<file path="src/design/bmsf_cheaper.sv">
// shared weight/index compare unit for the cheapest-edge offers
`default_nettype none
module bmsf_cheaper #(
	parameter int IDX_W = 10,
	parameter int WB    = 32
) (
	input  wire logic [WB-1:0]    new_w,
	input  wire logic [IDX_W-1:0] new_idx,
	input  wire logic             cur_none,
	input  wire logic [WB-1:0]    cur_w,
	input  wire logic [IDX_W-1:0] cur_idx,
	output logic                  take
);
	always_comb begin
		if (cur_none) begin
			take = 1'b1;
		end else if (new_w != cur_w) begin
			take = $signed(new_w) < $signed(cur_w);
		end else begin
			take = new_idx < cur_idx;
		end
	end
endmodule
`default_nettype wire

</file>
<file path="config.mk">
export PLATFORM = sky130hd
export DESIGN_NAME = bmsf_cheaper
export DESIGN_NICKNAME = d
export VERILOG_FILES = /design/src/design/bmsf_cheaper.sv
export SDC_FILE = /design/constraint.sdc
export NUM_CORES = 1
export LEC_CHECK = 0
export ABC_AREA = 1
export BUFFER_PORTS_ARGS = -buffer_cell sky130_fd_sc_hd__buf_2
export CORE_MARGIN = 5
export CORE_UTILIZATION = 39
export DETAILED_ROUTE_END_ITERATION = 16
export GPL_TIMING_DRIVEN = 0
export PLACE_DENSITY_LB_ADDON = 0.08
export REMOVE_ABC_BUFFERS = 1
export SLEW_MARGIN = 20
export SYNTH_ARGS = -nofsm -noshare
export SYNTH_HDL_FRONTEND = slang
export SYNTH_SLANG_ARGS = --single-unit
</file>
<file path="constraint.sdc">
create_clock -name vclk -period 1.36
set_clock_uncertainty 0.2 [all_clocks]
set_input_delay 0.068 -clock vclk [all_inputs]
set_output_delay 0.068 -clock vclk [all_outputs]
set_load 0.1 [all_outputs]
</file>
==> flow_metrics.py <==
metrics = {
    "setup_path": {
        "worst_setup_sp_type": "primary input",
        "cp_max_fo": 3,
        "critPathKind": "primary input to primary output",
        "worst_setup_path_end_kind": "primary output",
        "required_ps": 1090,
        "worst-endpoint-arrival_ps": 1500,
    },
    "pwr": {
        "total_power_mw": 0.699,
        "vdd.ir_drop.worst_mv": 0.174,
        "pwr_density_cell_mw_per_mm2": 323,
        "static-leakage-power_nw": 1.23,
    },
    "grt": {
        "global_route.overflow_total": 0,
        "pin_count_of_the_biggest_net_entering_global_routing": 4,
        "grt_antenna_before_repair": 0,
        "globalRouteTotalUtil_pct": 14.7,
        "grt_first_pass_wirelength_um": 5210,
        "first_global_vias": 1373,
    },
    "flow_run": {
        "drv.max_cap_violation_count": 0,
    },
    "synth": {
        "yosys.cell_count.top_type": "sky130_fd_sc_hd__inv_1",
        "synth.top_cells.by_count": "sky130_fd_sc_hd__inv_1 (57), sky130_fd_sc_hd__nand2_1 (55), sky130_fd_sc_hd__ha_1 (41)",
        "synthDominantAreaCellType": "sky130_fd_sc_hd__ha_1",
        "ys_warn_count": 0,
        "synth.lib_cells_used.distinct": 14,
        "synthDominantCellAreaShare_pct": 44.5,
        "synthCells": 195,
        "syn_area_mm2": 0.00115,
        "synth_sequential_area_ratio_pct": 0,
        "synth_area_leaders": "sky130_fd_sc_hd__ha_1 (45%), sky130_fd_sc_hd__inv_1 (19%), sky130_fd_sc_hd__nand2_1 (18%), sky130_fd_sc_hd__a21oi_1 (7.8%), sky130_fd_sc_hd__nor2_1 (3.3%)",
        "synthesis.area_per_instance_um2": 5.91,
    },
    "die": {
        "die_height_um": 64.4,
        "die_x_um": 64.4,
        "die_area_mm2": 0.00414,
        "design.core.area_mm2": 0.00281,
        "initial_core_util_pct": 41.1,
        "std_cell_rows": 19,
        "top_level_ports": 86,
    },
    "sta": {
        "timing.final.ws_setup_ps": -406,
        "normalized_max_slew_margin_pct": 89.4,
        "worstMarginPinSlew_ps": 157,
        "fin_crit_sh_pct": 130,
        "hold_viol": 0,
        "finalMaxSlewViolations": 0,
        "maxClockFrequency_mhz": 566,
        "setup_viol": 1,
        "final_period_minus_worst_setup_slack_ps": 1770,
        "grt_setup_unrepaired": "yes",
    },
    "worst_hold_path": {
        "hp-class": "primary input to primary output",
    },
    "routing": {
        "wl_um": 3780,
        "detail_route.first_pass.iterations": 4,
        "post_drt_wl_per_cell_um": 12.0,
        "vias_per_cell": 4.64,
        "dr_total_vias": 1462,
        "detail-route-antenna-nets": 0,
        "drc": 0,
        "iteration_0_drc_count_of_the_detailed_router": 57,
    },
    "placement": {
        "dp.cells": 312,
        "buffer_ports.inserted": 86,
        "gp_routability_congestion": 0.717,
        "detailedPlacementHpwl_um": 2420,
    },
    "run_status": {
        "outcome": "finished, violations left",
        "violations": "setup timing",
    },
    "finish": {
        "multiInputGateArea_mm2": 0.00137,
        "final.clkbuf_count": 0,
        "fillers": 212,
        "nFlopsAndLatches": 0,
        "antenna-diode-count": 0,
        "fin_nets": 412,
        "area.sequential_um2": 0,
        "finalNonFillerCells": 315,
        "finalCoreUtilization_pct": 77.2,
        "syn2layout_area_growth_pct": 87.9,
        "share_of_post_route_cells_with_drive_strength_above_1_pct": 56.7,
    },
    "clock_network": {
        "cts_hold_buf": 0,
    },
}
path summary, 6_finish.rpt:
check             startpoint  endpoint  depth (start not counted)
setup / recovery   cur_w[20]      take                         12
hold / removal      cur_none      take                          4
cell type report:
cell class	count	area share [%]
multi-input cells	138	63.4
well taps	31	1.79
repair buffers	89	24.7
inverters	57	10.1
report_power, final:
part           switching (mW)  leakage (nW)  internal, mW  total (mW)
registers                   0             0             0           0
clock network               0             0             0           0
logic                   0.339          1.23         0.360       0.699
kinds of logic after synthesis:
kind of cell	count (synthesis)	share of synthesized area, %
buffers and inverters	57	18.6
AND/OR/NAND/NOR	74	26.3
AO/OA/AOI/OAI	23	10.6
adder cells (fa/ha/maj)	41	44.5
metal layers:
metal	part of all wire (%)	up-vias	wire [µm]	GRT usage, %
met1	37	609	1400	16.4
met2	52	66	1980	30.8
li1	-	781	-	-
met5	0	-	0	0
met4	1.5	0	57	0
met3	8.8	6	333	1.93
cell usage in the layout (no fill, tap or decap), types with 2 or more instances in the layout:
master,count
sky130_fd_sc_hd__buf_2,75
sky130_fd_sc_hd__ha_4,25
sky130_fd_sc_hd__nand3_2,2
sky130_fd_sc_hd__inv_4,2
sky130_fd_sc_hd__o21ai_0,2
sky130_fd_sc_hd__inv_1,39
sky130_fd_sc_hd__nor2_2,2
sky130_fd_sc_hd__o21a_1,2
sky130_fd_sc_hd__buf_6,9
sky130_fd_sc_hd__nor2_4,5
sky130_fd_sc_hd__buf_4,3
sky130_fd_sc_hd__nand2_4,5
sky130_fd_sc_hd__nor2_1,4
sky130_fd_sc_hd__inv_2,16
sky130_fd_sc_hd__a21oi_1,16
sky130_fd_sc_hd__a21oi_2,2
sky130_fd_sc_hd__nand3_1,2
sky130_fd_sc_hd__nand2_1,39
sky130_fd_sc_hd__ha_1,16
sky130_fd_sc_hd__nand2_2,12
critical path, cell delays in order:
cell and delay (ps):
sky130_fd_sc_hd__buf_2 70, sky130_fd_sc_hd__inv_1 50, sky130_fd_sc_hd__ha_1 320, sky130_fd_sc_hd__nand2_2 70, sky130_fd_sc_hd__nor2_4 120, sky130_fd_sc_hd__nand2_1 70, sky130_fd_sc_hd__nor3b_1 190, sky130_fd_sc_hd__nand2_1 100
sky130_fd_sc_hd__nand3_1 100, sky130_fd_sc_hd__nand3_2 80, sky130_fd_sc_hd__nand2_2 80, sky130_fd_sc_hd__buf_12 170
what timing repair did:
item                       in CTS  in global routing
gates resized for setup        48                 48
cloned                          0                  0
pin swaps                      26                 30
buffers inserted                2                  1
setup endpoints to repair       1                  1
metrics by stage:
step	hold WS, ps	TNS, ps	instance area, µm²	worst slack (ps)
finish	303	-406	2170	-406
global route	324	-503	2170	-503
CTS	295	-333	1920	-333
detailed placement	491	-635	1620	-635
global placement	485	-625	1620	-625
floorplan	579	-609	1150	-609
(Power assumes the default switching activity.)
