### src/design/bmsf_ram.sv
// generic ram, one write port, two registered read ports
`default_nettype none
module bmsf_ram #(
	parameter int WIDTH = 8,
	parameter int DEPTH = 64,
	parameter int AW    = (DEPTH > 1) ? $clog2(DEPTH) : 1
) (
	input  wire logic             clk,
	input  wire logic             we,
	input  wire logic [AW-1:0]    waddr,
	input  wire logic [WIDTH-1:0] wdata,
	input  wire logic [AW-1:0]    raddr_a,
	output logic      [WIDTH-1:0] rdata_a,
	input  wire logic [AW-1:0]    raddr_b,
	output logic      [WIDTH-1:0] rdata_b
);
	logic [WIDTH-1:0] mem [DEPTH];

	always_ff @(posedge clk) begin
		if (we) begin
			mem[waddr] <= wdata;
		end
		rdata_a <= mem[raddr_a];
		rdata_b <= mem[raddr_b];
	end
endmodule
`default_nettype wire

### config.mk
export PLATFORM = sky130hd
export DESIGN_NAME = bmsf_ram
export DESIGN_NICKNAME = d
export VERILOG_FILES = /design/src/design/bmsf_ram.sv
export SDC_FILE = /design/constraint.sdc
export NUM_CORES = 1
export LEC_CHECK = 0
export BUFFER_PORTS_ARGS = -buffer_cell sky130_fd_sc_hd__buf_2
export CAP_MARGIN = 0
export CELL_PAD_IN_SITES_DETAIL_PLACEMENT = 1
export CELL_PAD_IN_SITES_GLOBAL_PLACEMENT = 1
export CORE_MARGIN = 4
export CORE_UTILIZATION = 45
export CTS_CLUSTER_SIZE = 24
export DETAILED_ROUTE_END_ITERATION = 6
export PLACE_DENSITY = 0.71
export SETUP_SLACK_MARGIN = 0.5
export SYNTH_ARGS = -nofsm -noshare
export SYNTH_HDL_FRONTEND = slang
export SYNTH_SLANG_ARGS = --single-unit
### constraint.sdc
create_clock -name clk -period 6.05 [get_ports clk]
set_clock_uncertainty 0.2 [all_clocks]
set_input_delay 1.21 -clock clk [delete_from_list [all_inputs] [get_ports clk]]
set_output_delay 1.21 -clock clk [all_outputs]
set_load 0.1 [all_outputs]
==> results.md, run 1 <==
* Status: finished clean
* Length of the first detailed-routing pass in iterations at 5
* Post-CTS Repair Setup Buffers at 0
* Setup TNS at 0 ns
* Power per cell area at 306.6 nW/um^2
* DRC viols at 0
* Height of the die at 240.3 um
* Req. time, crit path at 6.32 ns
* Area of the core at 52,970 sq um
* Hold Crit Depth at 5
* Clock sinks at 528
* Slew Limit Headroom at 17.43%
* Total routing resource utilization after global routing at 24.44%
* Final worst-path cycle share at 61.30%
* Hold Fails Final Rpt at 0
* Share of synthesized flip-flops with an asynchronous set or reset at 0%
* Largest net degree at the start of global routing at 73
* Growth of design area from synthesis to finish at 10.94%
* Worst IR drop on VDD at 0.2426 mV
* Clock insertion delay at the later pin of the skew report at 0.63 ns
* DRC marker count from the first detailed-route iteration at 1,603
* Gate count after technology mapping at 1,211
* Fraction of layout instances using a drive strength above 1 at 32.56%
* Register-to-Register Path Depth at 5
* Most frequently used flop master after synthesis: edfxtp_1
* Via Count at 13.24k
* Final Worst Setup Slack at 2.341 ns
* Pre-CTS setup slack at 1.803 ns
* I/O pin cnt at 44
* Mean cell area of the mapped netlist at 20.05 sq um
* Area after detailed placement at 25,120 sq um
* Routability congestion estimate at 0.8660
* Sequential element share of the synthesized area at 64.66%
* Max Slew Vio Count at 0
* Die area at 57,720 sq um
* Leak pwr at 8.431 nW
* Total congestion overflow after global routing at 0
* Hold-fix buffers at CTS at 0
* Core Util, Final at 50.84%
* Post-DP HPWL at 44,130 um
* Total Power at 8.258 mW
* Setup repair after global routing missed its margin: false
* Number of routed nets with antenna violations at 0
* Area fraction of the dominant cell type after synthesis at 63.34%
* WL/cell at 35.02 um
* Transition at the pin with the smallest max-transition slack at 1.239 ns
* Number of synthesized register bits at 528
* Cell at the root of the clock tree: clkbuf_16
* YS warnings at 0
* Classification of the worst setup path: primary input to register
* Mapped Nets at 1,239
* Starting utilization of the core area at 45.83%
* Number of distinct library cell variants in the gate-level netlist after synthesis at 38
* Cell taking the most area after synthesis: edfxtp_1
* Startpoint type of the worst setup path: primary input
* Final setup violation count at 0
* Resized Gates After CTS at 0
* Number of nets in the finished design at 1,268
* CTS H-Tree Depth at 2
* CTS Buffer Depth at 3
* Biggest area contributors in the synthesized netlist: edfxtp_1 (63%), mux4_2 (25%), mux2i_1 (2.7%)
* Number of violations of the max-capacitance limit at 0
* Type of element capturing the critical path: register
* Crit path DAT at 3.98 ns
* Top cells by instance count after synthesis: edfxtp_1 (512), mux4_2 (270), nor2_1 (75)
* Largest fanout of any net on the critical path at 61
* Type of the most critical hold path: register to register
* Min Clock Period, post-route at 3.709 ns
* Antenna violations before repair at 3
* Wire length of the first global-routing pass at 100,800 um
* Number of rows in the core area at 84
* Final antenna diode count at 0
* Vias in the first global route at 14.04k
* Horizontal die dimension at 240.3 um
* Count leader, synth: edfxtp_1
* Clock tree from TritonCTS: built
* Number of flops mapped to enable cells by yosys at 512
* Number of buffers created by CTS at 56
* Area of the mapped netlist at 24,270 sq um
* Routed vias/inst at 6.701
* I/O Buffers at 43
* WL final at 69,160 um
* Clock Pin Slew Worst Setup and Hold Paths at 0.06 ns
* Highest clock rate at 269.6 MHz
* Final std cell area, no fill at 26,930 sq um
[report_power, final]
part / internal [mW] / total (mW) / switching [mW]
registers: 4.05 / 4.08 / 0.0272
logic: 0.258 / 0.750 / 0.492
clock network: 1.98 / 3.43 / 1.45
total: 6.29 / 8.26 / 1.97
[through the flow]
step / hold WS [ns] / instances
6_report: 0.6303 / 1975
4_1_cts: 0.6459 / 1975
3_3_place_gp: 0.6414 / 1870
2_1_floorplan: 0.5648 / 1211
5_1_grt: 0.7016 / 1975
3_5_place_dp: 0.6346 / 1870
[worst max-delay path, cell delays in order]
cell,delay (ns)
buf_6,0.63
buf_4,0.45
mux4_2,0.56
mux2i_1,0.44
nand2_1,0.13
a21oi_1,0.36
o21ai_1,0.13
[state kept, by name, indices dropped and copies added, names as in the netlist]
register / count
mem: 512
rdata_a: 8
rdata_b: 8
[per-layer routing]
layer / global-route usage, % / wire length (um) / part of all wire, % / up-vias
li1: - / - / - / 5299
met1: 35.45 / 28000 / 40 / 7184
met2: 37.61 / 32590 / 47 / 636
met3: 6.068 / 6792 / 9.8 / 112
met4: 6.628 / 1755 / 2.5 / 4
met5: 0 / 23 / 0.033 / -
[cells by family after synthesis]
group,after synthesis,synth area share (%)
buf+inv,96,1.984
mux,338,27.86
simple gates,149,2.685
flops,528,64.66
compound gates,100,2.809
[cells in the final DEF, fill, tap and decap left out, types with 2 or more instances in the layout]
cell type | synthesis | layout
nand2_1 | 28 | 28
mux2_2 | 2 | 2
buf_4 | 12 | 20
nand3_1 | 20 | 20
clkbuf_1 | 34 | 6
o221ai_1 | 5 | 5
a22oi_1 | 14 | 14
and2_1 | 3 | 3
nand2b_1 | 6 | 6
dfxtp_1 | 16 | 16
nand4_1 | 3 | 3
nand3b_1 | 2 | 2
o211ai_1 | 3 | 3
nor2_1 | 75 | 75
clkbuf_8 | 0 | 2
o21ai_1 | 7 | 7
o31a_1 | 5 | 5
clkbuf_16 | 0 | 56
buf_6 | 5 | 2
clkinvlp_4 | 0 | 2
o21ai_0 | 17 | 17
buf_12 | 0 | 3
buf_2 | 31 | 37
clkinv_2 | 0 | 13
nor2b_1 | 8 | 8
a221oi_1 | 7 | 7
nor3_2 | 0 | 2
mux4_2 | 270 | 270
a221o_1 | 5 | 5
a21oi_1 | 10 | 10
clkinv_1 | 0 | 19
a211oi_1 | 2 | 2
inv_1 | 2 | 2
mux2i_1 | 66 | 66
a2111oi_0 | 2 | 2
edfxtp_1 | 512 | 512
o22ai_1 | 20 | 20
bufinv_16 | 0 | 7
[path summary, 6_finish.rpt]
path | slack (ns) | endpoint | start
setup reg to reg | 3.57 | rdata_a[7]$_DFF_P_ | mem[16][7]$_DFFE_PP_
hold reg to reg | 0.63 | rdata_b[4]$_DFF_P_ | mem[24][4]$_DFFE_PP_
hold / removal | 0.63 | rdata_b[4]$_DFF_P_ | mem[24][4]$_DFFE_PP_
setup / recovery | 2.34 | rdata_a[6]$_DFF_P_ | raddr_a[1]
[layout make-up]
cell class | instances | area [sq um]
Clock buffer | 62 | 1424
Clock inverter | 43 | 386.6
Fill cell | 4776 | 26040
Inverter | 3 | 11.26
Multi-Input combinational cell | 587 | 8108
Sequential cell | 528 | 15700
Tap cell | 688 | 860.8
Timing Repair Buffer | 64 | 445.4
Note: power is estimated with default switching activity, not from simulation.
==> inputs of run 2 (changes only) <==
==> constraint.sdc (replaced) <==
create_clock -name clk -period 3.7 [get_ports clk]
set_clock_uncertainty 0.2 [all_clocks]
set_input_delay 0.74 -clock clk [delete_from_list [all_inputs] [get_ports clk]]
set_output_delay 0.74 -clock clk [all_outputs]
set_load 0.1 [all_outputs]
==> results.md, run 2 (synthesis gave the netlist of run 1 again) <==
* Number of routed nets with antenna violations at 0 (unchanged)
* Height of the die at 240.3 um (unchanged)
* Transition at the pin with the smallest max-transition slack at 1.355 ns (was 1.239 ns)
* Crit path DAT at 2.94 ns (was 3.98 ns)
* Type of the most critical hold path: primary input to register (was register to register)
* Hold Fails Final Rpt at 0 (unchanged)
* Post-DP HPWL at 49,260 um (was 44,130 um)
* Clock tree from TritonCTS: built (unchanged)
* WL final at 72,890 um (was 69,160 um)
* Setup repair after global routing missed its margin: false (unchanged)
* Via Count at 13.76k (was 13.24k)
* WL/cell at 35.28 um (was 35.02 um)
* Critical path cell sequence: buf_6 > buf_12 > mux4_2 > a221oi_1 > o21ai_0 > nand3_1 > nand2_1 (was buf_6 > buf_4 > mux4_2 > mux2i_1 > nand2_1 > a21oi_1 > o21ai_1)
* Largest net degree at the start of global routing at 65 (was 73)
* Clock sinks at 528 (unchanged)
* CTS H-Tree Depth at 2 (unchanged)
* Area of the core at 52,970 sq um (unchanged)
* Total congestion overflow after global routing at 0 (unchanged)
* Classification of the worst setup path: primary input to register (unchanged)
* Vias in the first global route at 14.58k (was 14.04k)
* Horizontal die dimension at 240.3 um (unchanged)
* Largest registers in the final layout: mem x512, rdata_a x8, rdata_b x8 (unchanged)
* Highest clock rate at 375.0 MHz
* Slew Limit Headroom at 9.669% (was 17.43%)
* Cell at the root of the clock tree: clkbuf_16 (unchanged)
* Antenna violations before repair at 1 (was 3)
* Leak pwr at 9.001 nW (was 8.431 nW)
* I/O pin cnt at 44 (unchanged)
* Length of the first detailed-routing pass in iterations at 5 (unchanged)
* Status: finished clean (unchanged)
* Growth of design area from synthesis to finish at 14.67% (was 10.94%)
* Leading cell type in the layout, fill and taps excluded: edfxtp_1 (unchanged)
* Final worst-path cycle share at 72.07%
* DRC viols at 0 (unchanged)
* Number of fill cells at 4,734 (was 4,776)
* Req. time, crit path at 3.98 ns (was 6.32 ns)
* Register with the most flip-flops: mem (unchanged)
* Post-CTS Repair Setup Buffers at 0 (unchanged)
* Setup TNS at 0 ns (unchanged)
* Clock insertion delay at the later pin of the skew report at 0.62 ns (was 0.63 ns)
* Total routing resource utilization after global routing at 25.62% (was 24.44%)
* Largest fanout of any net on the critical path at 18 (was 61)
* CTS Buffer Depth at 3 (unchanged)
* DRC marker count from the first detailed-route iteration at 1,661 (was 1,603)
* Starting utilization of the core area at 45.83% (unchanged)
* Number of violations of the max-capacitance limit at 0 (unchanged)
* Wire length of the first global-routing pass at 105,900 um (was 100,800 um)
* Most frequent cells in the layout: edfxtp_1 (512), mux4_2 (270), buf_4 (100) (was edfxtp_1 (512), mux4_2 (270), nor2_1 (75))
* Resized Gates After CTS at 0 (unchanged)
* Routability congestion estimate at 0.8663 (was 0.8660)
* Final setup violation count at 0 (unchanged)
* Routed vias/inst at 6.661 (was 6.701)
* Type of element capturing the critical path: register (unchanged)
* Power per cell area at 498.6 nW/um^2 (was 306.6 nW/um^2)
* Multi-input gate area at 8098 sq um (was 8108 sq um)
* Fraction of layout instances using a drive strength above 1 at 37.06% (was 32.56%)
* Slowest stage delay, CP at 0.63 ns (about the same)
* Max Slew Vio Count at 0 (unchanged)
* Hold-fix buffers at CTS at 0 (unchanged)
* Number of rows in the core area at 84 (unchanged)
* Crit path max-delay cell type: a221oi_1 (was buf_6)
* Register cell area after layout at 15,700 sq um (unchanged)
* I/O Buffers at 43 (unchanged)
* Die area at 57,720 sq um (unchanged)
* Startpoint type of the worst setup path: primary input (unchanged)
* Min Clock Period, post-route at 2.667 ns
* Worst IR drop on VDD at 0.3970 mV (was 0.2426 mV)
* WHS at 0.3764 ns (was 0.6303 ns)
* Number of buffers created by CTS at 56 (unchanged)
* Number of nets in the finished design at 1,357 (was 1,268)
* Max reg flops at 512 (unchanged)
* Clock Pin Slew Worst Setup and Hold Paths at 0.06 ns (about the same)
run 2: changes by cell type in the layout (fill, tap and decap cells not counted), moves of 3 or more:
cell	previous run	this run
buf_4	20	100
clkinv_1	19	9
buf_12	3	12
clkbuf_1	6	12
bufinv_16	7	10
run 2: final cells by class:
type | instances | area share, %
flip-flops and latches | 528 | 56.38
multi-input cells | 587 | 29.09
clock buffers | 71 | 5.425
repair buffers | 153 | 4.405
well taps | 688 | 3.092
clock inverters | 34 | 1.546
inverters | 3 | 0.04045
diodes | 2 | 0.01798
run 2: path summary, 6_finish.rpt:
path / cells past startpoint / endpoint / slack (ns) / start
hold reg to reg: 4 / rdata_a[1]$_DFF_P_ / 0.72 / mem[30][1]$_DFFE_PP_
hold / removal: 1 / mem[62][0]$_DFFE_PP_ / 0.38 / wdata[0]
setup / recovery: 7 / rdata_b[0]$_DFF_P_ / 1.03 / raddr_b[1]
setup reg to reg: 5 / rdata_b[0]$_DFF_P_ / 1.19 / mem[55][0]$_DFFE_PP_
run 2: routing by layer:
| metal | vias up | wire (um) | track usage [%] |
|---|---|---|---|
| li1 | 5471 | - | - |
| met1 | 7530 | 30050 | 37.07 |
| met5 | - | 0 | 0 |
| met2 | 646 | 34670 | 40.28 |
| met3 | 114 | 5623 | 4.267 |
| met4 | 0 | 2552 | 8.639 |
run 2: metrics by stage:
step	total power [mW]	std cells	cell area (sq um)	setup slack, ns	util, %
after floorplan	7.578	1211	24270	0.9496	-
after global placement	8.055	1959	25890	0.4940	48.88
after detailed placement	8.081	1959	25890	0.4681	48.88
after CTS	13.97	2064	27830	1.119	52.54
after global routing	14.29	2065	27830	1.001	52.55
final	13.88	2066	27840	1.033	52.55
run 2: power by group:
group	leakage, nW	internal [mW]	switching (mW)	total [mW]
clock network	0.950	3.58	2.34	5.92
logic	3.31	0.454	0.832	1.29
registers	4.74	6.62	0.0523	6.67
run 2: critical path: cells and delay by family:
family / cells / cell delay, ns
AND/OR/NAND/NOR: 2 / 0.26
multiplexers: 1 / 0.35
AO/OA/AOI/OAI: 2 / 1.03
buffers and inverters: 2 / 0.54
==> inputs of run 3 (changes only) <==
--- a/config.mk
+++ b/config.mk
@@ -13,7 +13,7 @@
 export CORE_UTILIZATION = 45
 export CTS_CLUSTER_SIZE = 24
 export DETAILED_ROUTE_END_ITERATION = 6
-export PLACE_DENSITY = 0.71
+export PLACE_DENSITY = 0.73
 export SETUP_SLACK_MARGIN = 0.5
 export SYNTH_ARGS = -nofsm -noshare
 export SYNTH_HDL_FRONTEND = slang
==> constraint.sdc (replaced) <==
create_clock -name clk -period 2.4 [get_ports clk]
set_clock_uncertainty 0.2 [all_clocks]
set_input_delay 0.48 -clock clk [delete_from_list [all_inputs] [get_ports clk]]
set_output_delay 0.48 -clock clk [all_outputs]
set_load 0.1 [all_outputs]
==> results.md, run 3 (synthesis gave the netlist of run 1 again) <==
* Horizontal die dimension at 240.3 um (unchanged)
* Antenna violations before repair at 0 (was 1)
* CTS H-Tree Depth at 2 (unchanged)
* Status: finished clean (unchanged)
* Number of nets in the finished design at 1,490 (was 1,357)
* Max Slew Vio Count at 0 (unchanged)
* Worst IR drop on VDD at 0.7031 mV (was 0.3970 mV)
* Register cell area after layout at 15,720 sq um (was 15,700 sq um)
* Clock insertion delay at the later pin of the skew report at 0.62 ns (about the same)
* Final Worst Setup Slack at 0.2419 ns (was 1.033 ns)
* Cell count after placement at 2,058 (was 1,959)
* Via Count at 14.17k (was 13.76k)
* Startpoint type of the worst setup path: register (was primary input)
* Max reg flops at 512 (unchanged)
* Core Util, Final at 57.45% (was 52.55%)
* Register with the most flip-flops: mem (unchanged)
* Final setup violation count at 0 (unchanged)
* Hold-fix buffers at CTS at 0 (unchanged)
* Final std cell area, no fill at 30,430 sq um (was 27,840 sq um)
* Max Used Layer: met4 (unchanged)
* Area after detailed placement at 27,770 sq um (was 25,890 sq um)
* WHS at 0.1068 ns (was 0.3764 ns)
* DRC marker count from the first detailed-route iteration at 1,461 (was 1,661)
* I/O Buffers at 43 (unchanged)
* Metal-1 WL at 28,630 um (was 30,050 um)
* Slew Limit Headroom at 15.14% (was 9.669%)
* Highest clock rate at 463.4 MHz
* Clock tree from TritonCTS: built (unchanged)
* Final antenna diode count at 0 (was 2)
* Transition at the pin with the smallest max-transition slack at 1.273 ns (was 1.355 ns)
* Total Power at 21.30 mW (was 13.88 mW)
* Classification of the worst setup path: register to register (was primary input to register)
* Growth of design area from synthesis to finish at 25.36% (was 14.67%)
* Routability congestion estimate at 0.9124 (was 0.8663)
* CTS Buffer Depth at 3 (unchanged)
* WL/cell at 33.78 um (was 35.28 um)
* Wire length of the first global-routing pass at 106,900 um (was 105,900 um)
* Vias in the first global route at 15.27k (was 14.58k)
* WL final at 74,100 um (was 72,890 um)
* Largest registers in the final layout: mem x512, rdata_a x8, rdata_b x8 (unchanged)
* Cell at the root of the clock tree: clkbuf_16 (unchanged)
* Power per cell area at 700.0 nW/um^2 (was 498.6 nW/um^2)
* Pre-CTS setup slack at -0.5270 ns (was 0.4681 ns)
* Number of buffers created by CTS at 56 (unchanged)
* Crit path DAT at 2.47 ns (was 2.94 ns)
* Die area at 57,720 sq um (unchanged)
* Number of fill cells at 4,599 (was 4,734)
* Number of rows in the core area at 84 (unchanged)
* Type of element capturing the critical path: register (unchanged)
* Fraction of layout instances using a drive strength above 1 at 51.93% (was 37.06%)
* Length of the first detailed-routing pass in iterations at 5 (unchanged)
* Number of violations of the max-capacitance limit at 0 (unchanged)
* Req. time, crit path at 2.72 ns (was 3.98 ns)
* Leak pwr at 9.909 nW (was 9.001 nW)
* Area of the core at 52,970 sq um (unchanged)
* Number of routed nets with antenna violations at 0 (unchanged)
* DRC viols at 0 (unchanged)
* Clock Pin Slew Worst Setup and Hold Paths at 0.07 ns (was 0.06 ns)
* Post-DP HPWL at 50,700 um (was 49,260 um)
* Final worst-path cycle share at 89.92%
* Min Clock Period, post-route at 2.158 ns
* Setup TNS at 0 ns (unchanged)
* Starting utilization of the core area at 45.83% (unchanged)
* Most frequent cells in the layout: edfxtp_1 (512), mux4_2 (270), buf_4 (175) (was edfxtp_1 (512), mux4_2 (270), buf_4 (100))
* Total congestion overflow after global routing at 0 (unchanged)
* FF-to-FF setup slack at 0.24 ns (was 1.19 ns)
* I/O pin cnt at 44 (unchanged)
* Largest net degree at the start of global routing at 65 (unchanged)
* Total routing resource utilization after global routing at 25.90% (was 25.62%)
* Clock sinks at 528 (unchanged)
* Largest fanout of any net on the critical path at 2 (was 18)
* Routed vias/inst at 6.459 (was 6.661)
* Setup repair after global routing missed its margin: true (was false)
* Non-filler cells in the finished layout at 2,194 (was 2,066)
* Height of the die at 240.3 um (unchanged)
* Type of the most critical hold path: primary input to register (unchanged)
* Wire length on met2 at 36,370 um (was 34,670 um)
* Leading cell type in the layout, fill and taps excluded: edfxtp_1 (unchanged)
* Met3 Routed Length at 6376 um (was 5623 um)
* Multi-input gate area at 8972 sq um (was 8098 sq um)
* Hold Fails Final Rpt at 0 (unchanged)
run 3: changes by cell type in the layout (fill, tap and decap cells not counted), sizes merged:
cell	before	now
buf	151	283
clkinvlp	1	6
diode	2	0
clkbuf	73	77
bufbuf	0	1
bufinv	10	3
clkinv	23	18
run 3: cell type report:
cell class	count	share of cell area (%)
repair buffers	286	10.20
flip-flops and latches	528	51.67
inverters	3	0.03701
multi-input cells	587	29.48
well taps	688	2.829
clock buffers	75	5.074
clock inverters	27	0.7113
run 3: critical path: stages, from the launching register on:
cell       delay (ns)
edfxtp_1         0.40
mux4_2           0.49
mux4_2           0.52
nor2_4           0.13
a2111oi_4        0.05
a311o_1          0.27
run 3: per-layer routing:
metal,GRT usage [%],vias to the layer above
li1,-,5755
met1,34.06,7640
met2,41.89,632
met3,7.158,145
met4,9.479,0
met5,0,-
run 3: worst paths after layout:
check                           cells past startpoint                 start                 end
worst max register to register                      5   mem[3][7]$_DFFE_PP_  rdata_a[7]$_DFF_P_
worst max-delay path                                5   mem[3][7]$_DFFE_PP_  rdata_a[7]$_DFF_P_
worst min register to register                      5  mem[31][3]$_DFFE_PP_  rdata_b[3]$_DFF_P_
worst min-delay path                                3            raddr_b[4]  rdata_b[7]$_DFF_P_
run 3: power breakdown:
| group | internal [mW] | total (mW) | leakage, nW | switching, mW |
|---|---|---|---|---|
| Sequential | 10.2 | 10.3 | 4.74 | 0.0900 |
| Combinational | 1.12 | 2.56 | 4.31 | 1.44 |
| Clock | 4.81 | 8.44 | 0.851 | 3.62 |
run 3: repair_timing:
item	CTS	global route
setup buffers	15	16
cloned	1	2
pin swaps	9	15
endpoints found under the setup margin	32	19
gates resized for setup	116	34
